$ cat src/hw/rtl/clb_pkg.sv
// ----------------------------------------------------------------------------
// clb_pkg
// Shared types and constants of the compacting list buffer: request and
// result field widths, opcodes, status codes and controller commands.
// ----------------------------------------------------------------------------
`default_nettype none

package clb_pkg;

  localparam int unsigned OPCODE_W = 3;
  localparam int unsigned INDEX_W  = 8;
  localparam int unsigned VALUE_W  = 32;
  localparam int unsigned STATUS_W = 2;
  localparam int unsigned COUNT_W  = 9;

  typedef logic [OPCODE_W-1:0]       opcode_t;
  typedef logic [INDEX_W-1:0]        index_t;
  typedef logic signed [VALUE_W-1:0] value_t;
  typedef logic [STATUS_W-1:0]       status_t;
  typedef logic [COUNT_W-1:0]        count_t;

  typedef enum logic [OPCODE_W-1:0] {
    OP_APPEND = 3'd0,
    OP_READ   = 3'd1,
    OP_UPDATE = 3'd2,
    OP_ERASE  = 3'd3,
    OP_COUNT  = 3'd4
  } opcode_e;

  typedef enum logic [STATUS_W-1:0] {
    ST_OK    = 2'd0,
    ST_INDEX = 2'd1,
    ST_FULL  = 2'd2
  } status_e;

  // controller to datapath
  typedef struct packed {
    logic    append;
    logic    update;
    logic    rd_index;
    logic    rd_erase;
    logic    rd_next;
    logic    shift_wr;
    logic    dec_count;
    logic    res_imm;
    logic    res_read;
    status_e res_status;
  } clb_cmd_t;

  // datapath to controller
  typedef struct packed {
    logic idx_ok;
    logic full;
    logic erase_last;
    logic shift_last;
  } clb_stat_t;

endpackage

`default_nettype wire

$ cat src/hw/rtl/clb_ctrl.sv
// ----------------------------------------------------------------------------
// clb_ctrl
// Request sequencer: decodes opcodes, steps the erase shift and owns the
// request and result handshakes.
// ----------------------------------------------------------------------------
`default_nettype none

module clb_ctrl (
  input  wire                 clk_i,
  input  wire                 rst_ni,
  input  wire                 in_valid_i,
  output logic                in_ready_o,
  input  clb_pkg::opcode_t    opcode_i,
  output logic                out_valid_o,
  input  wire                 out_ready_i,
  input  clb_pkg::clb_stat_t  stat_i,
  output clb_pkg::clb_cmd_t   cmd_o
);
  import clb_pkg::*;

  typedef enum logic [1:0] {
    S_IDLE,
    S_READ,
    S_SHIFT
  } state_e;

  state_e   state_q, state_d;
  logic     out_valid_q, out_valid_d;
  logic     accept;
  clb_cmd_t cmd;

  assign in_ready_o = (state_q == S_IDLE) && (!out_valid_q || out_ready_i);
  assign accept     = in_ready_o && in_valid_i;

  always_comb begin
    cmd            = '0;
    cmd.res_status = ST_OK;
    state_d        = state_q;
    unique case (state_q)
      S_IDLE: begin
        if (accept) begin
          unique case (opcode_e'(opcode_i))
            OP_APPEND: begin
              cmd.res_imm = 1'b1;
              if (stat_i.full) begin
                cmd.res_status = ST_FULL;
              end else begin
                cmd.append = 1'b1;
              end
            end
            OP_READ: begin
              if (stat_i.idx_ok) begin
                cmd.rd_index = 1'b1;
                state_d      = S_READ;
              end else begin
                cmd.res_imm    = 1'b1;
                cmd.res_status = ST_INDEX;
              end
            end
            OP_UPDATE: begin
              cmd.res_imm = 1'b1;
              if (stat_i.idx_ok) begin
                cmd.update = 1'b1;
              end else begin
                cmd.res_status = ST_INDEX;
              end
            end
            OP_ERASE: begin
              priority if (!stat_i.idx_ok) begin
                cmd.res_imm    = 1'b1;
                cmd.res_status = ST_INDEX;
              end else if (stat_i.erase_last) begin
                cmd.res_imm   = 1'b1;
                cmd.dec_count = 1'b1;
              end else begin
                cmd.rd_erase = 1'b1;
                state_d      = S_SHIFT;
              end
            end
            default: begin
              cmd.res_imm = 1'b1;
            end
          endcase
        end
      end
      S_READ: begin
        cmd.res_read = 1'b1;
        state_d      = S_IDLE;
      end
      S_SHIFT: begin
        cmd.shift_wr = 1'b1;
        if (stat_i.shift_last) begin
          cmd.dec_count = 1'b1;
          cmd.res_imm   = 1'b1;
          state_d       = S_IDLE;
        end else begin
          cmd.rd_next = 1'b1;
        end
      end
      default: begin
        state_d = S_IDLE;
      end
    endcase
    out_valid_d = (out_valid_q && !out_ready_i) || cmd.res_imm || cmd.res_read;
  end

  always_ff @(posedge clk_i or negedge rst_ni) begin
    if (!rst_ni) begin
      state_q     <= S_IDLE;
      out_valid_q <= 1'b0;
    end else begin
      state_q     <= state_d;
      out_valid_q <= out_valid_d;
    end
  end

  assign out_valid_o = out_valid_q;
  assign cmd_o       = cmd;

endmodule

`default_nettype wire

$ cat config.mk
export PLATFORM = sky130hd
export DESIGN_NAME = clb_ctrl
export DESIGN_NICKNAME = d
export VERILOG_FILES = /design/src/hw/rtl/clb_pkg.sv /design/src/hw/rtl/clb_ctrl.sv
export SDC_FILE = /design/constraint.sdc
export NUM_CORES = 1
export LEC_CHECK = 0
export BUFFER_PORTS_ARGS = -buffer_cell sky130_fd_sc_hd__buf_4
export CORE_AREA = 2 2 39 41
export CTS_CLUSTER_DIAMETER = 100
export DETAILED_ROUTE_END_ITERATION = 8
export DIE_AREA = 0 0 41 43
export GPL_TIMING_DRIVEN = 0
export PLACE_DENSITY_LB_ADDON = 0.2
export SLEW_MARGIN = 20
export SYNTH_ARGS = -nofsm -noshare
export SYNTH_HDL_FRONTEND = slang
export SYNTH_SLANG_ARGS = --single-unit
$ cat constraint.sdc
create_clock -name clk_i -period 2.1 [get_ports clk_i]
set_input_delay 0.21 -clock clk_i [delete_from_list [all_inputs] [get_ports clk_i]]
set_output_delay 0.21 -clock clk_i [all_outputs]
set_load 0.03 [all_outputs]
==> flow_metrics.env <==
export IMPL_clockRootBuffer="clkbuf_4"
export IMPL_numPortBuffers=22
export IMPL_hold_path_class="input port to register"
export IMPL_pre_cts_slack_ns=0.637
export IMPL_grt_pass1_wl_um=1260
export IMPL_ant_nets=0
export IMPL_fin_crit_ns=1.69
export IMPL_synth_compound_area_frac=0.166
export IMPL_clock_sinks=3
export IMPL_drive_gt1_frac=0.492
export IMPL_yosys_warnings=0
export IMPL_tritoncts="built"
export IMPL_tns_ns=0
export IMPL_arrival_ns=1.48
export IMPL_grt_pass1_vias=305
export IMPL_p_leak_nw=0.263
export IMPL_clockBufferDepth=2
export IMPL_clk_latency_ns=0.22
export IMPL_synth_edf_count=0
export IMPL_synth_top_family_by_area="simple AND/OR/NAND/NOR gates"
export IMPL_antenna_found_initial=0
export IMPL_ys_ff_latch=3
export IMPL_grt_start_max_net_pins=10
export IMPL_finalWorstSetupSlack_ns=0.409
export IMPL_diodes=0
export IMPL_ys_types=19
export IMPL_cts_resized=0
export IMPL_fmax_mhz=592
export IMPL_synth_adder_area_share=0
export IMPL_drv_cap=0
export IMPL_setup_viol=0
export IMPL_r2r_slack_ns=0.89
export IMPL_max_slew_margin=0.793
export IMPL_tightest_slew_ns=0.306
export IMPL_synth_area_leaders="dfrtp_1, nand4b_4, nor3_1, nor4_1, o41ai_2"
export IMPL_ys_flop_type="dfrtp_1"
export IMPL_outcome="completed"
export IMPL_row_count=14
export IMPL_crit_fanout=9
export IMPL_synth_xor_area_frac=0
export IMPL_clk_pin_slew_worst_paths_ns=0.04
export IMPL_h_tree_depth=1
export IMPL_hpwl_um=642
export IMPL_area_growth_pct=77.3
export IMPL_design_portCount=24
export IMPL_drt_initial_drc_count=5
export IMPL_wl_um=792
export IMPL_utilization=0.367
export IMPL_synth_top_area_cell="dfrtp_1"
export IMPL_routed_via_density=4.39
export IMPL_hold_violations=0
export IMPL_drv_slew=0
export IMPL_syn_area_per_cell_um2=8.43
export IMPL_seqCellArea_um2=75.1
export IMPL_vias=338
export IMPL_rsz0062_at_grt="no"
export IMPL_yosys_mux_area_fraction=0
export IMPL_crit_type="register to output pin"
export IMPL_nets=73
export IMPL_critPathCaptureType="output pin"
export IMPL_start_kind="register"
export IMPL_cts_made_buffers=3
export IMPL_netlist_top_cells_count="inv_1, nor3_1, dfrtp_1, nor4_1, o21ai_0"
export IMPL_overflow=0
export IMPL_wl_per_cell_um=10.3
export IMPL_place_congestion=0.717
export IMPL_drc_errors=0
export IMPL_start_util=0.207
export IMPL_synthCells=34
export IMPL_synth_area_um2=287
export IMPL_synth_nets=45
export IMPL_die_h_um=43
export IMPL_die_x_um=41
export IMPL_firstDrtPassIters=4
export IMPL_synthSimpleGateAreaFrac=0.502
export IMPL_yosysTopAreaCellShare=0.262
export IMPL_power_density_nw_per_um2=470
export IMPL_skew_ns=0.000129
export IMPL_multiInputGateArea_um2=191
export IMPL_synth_seq_area_share=0.262
export IMPL_dieArea_um2=1760
export IMPL_ir_drop_v=0.000177
export IMPL_nFillCells=156
export IMPL_grt_usage=0.101
export IMPL_core_area_um2=1380
export IMPL_cp_data_required_time_ns=1.89
export IMPL_post_route_period_util=0.805
export IMPL_synthArstFlopShare=1.00
==> per-stage QoR <==
step / power (mW) / area (µm²) / hold slack, ns / instances
after global placement: 0.141 / 472 / -0.000186 / 72
after detailed placement: 0.141 / 472 / -0.000678 / 72
final: 0.239 / 508 / 0.212 / 77
after CTS: 0.243 / 508 / 0.214 / 77
after floorplan: 0.105 / 287 / -0.0856 / 34
after global routing: 0.253 / 508 / 0.219 / 77
==> power breakdown <==
group	internal [mW]	switching (mW)	total (mW)
combinational	0.0339	0.0441	0.0780
sequential	0.0606	0.00223	0.0629
clock	0.0710	0.0271	0.0981
==> flip-flops by register name, indices dropped and copies added (netlist names) <==
name	count
state_q	2
out_valid_o	1
==> final timing paths <==
kind / start / end / cells after the start
max reg2reg: state_q[1] / state_q[1] / 3
min: stat_i[1] / state_q[1] / 2
min in group asynchronous: rst_ni / state_q[1] / 2
max: state_q[1] / cmd_o[1] / 4
min reg2reg: state_q[1] / out_valid_o / 1
max in group asynchronous: rst_ni / out_valid_o / 2
==> timing repair <==
item                                    4_1_cts  5_1_grt
endpoints found under the setup margin        0        0
setup buffers                                 0        0
hold buffers                                  1        0
endpoints found under the hold margin         3        0
==> final cells by class <==
| cell class | count | area share |
|---|---|---|
| buffer | 1 | 0.00985 |
| inverter | 4 | 0.0296 |
| sequential | 3 | 0.148 |
| clock buffer | 4 | 0.0517 |
| tap | 16 | 0.0394 |
| multi-input combinational | 26 | 0.377 |
| timing repair buffer | 23 | 0.345 |
==> cells in the final DEF, fill, tap and decap left out <==
cell type / count
nor4_1: 3
nand4_1: 1
dlygate4sd3_1: 1
o41ai_2: 1
clkbuf_1: 1
nand4b_4: 1
a211oi_1: 1
and2b_1: 1
nor4b_2: 1
inv_1: 4
nor2_4: 1
dfrtp_1: 3
nor2b_1: 2
nand3_1: 1
nor2_1: 1
o311ai_1: 1
o21ai_0: 3
nor3_1: 4
buf_4: 22
nand2_1: 2
clkbuf_2: 1
clkbuf_4: 3
nand2b_1: 2
==> per-layer routing <==
metal,global-route usage,routed length [µm],vias up,share of wire
li1,-,-,182,-
met1,0.153,340,145,0.43
met2,0.147,390,11,0.49
met3,0,61,0,0.077
met4,0.0400,0,0,0
met5,0,0,-,0
==> worst max-delay path: stages (launching register included) <==
cell      delay, ns
dfrtp_1        0.43
nor2_4         0.17
nand4b_4       0.18
nor4b_2        0.28
buf_4          0.20
==> kinds of logic after synthesis <==
group | Yosys count
AO/OA/AOI/OAI | 6
buffers and inverters | 5
flip-flops | 3
AND/OR/NAND/NOR | 20
Power figures use the tool's default switching activity.
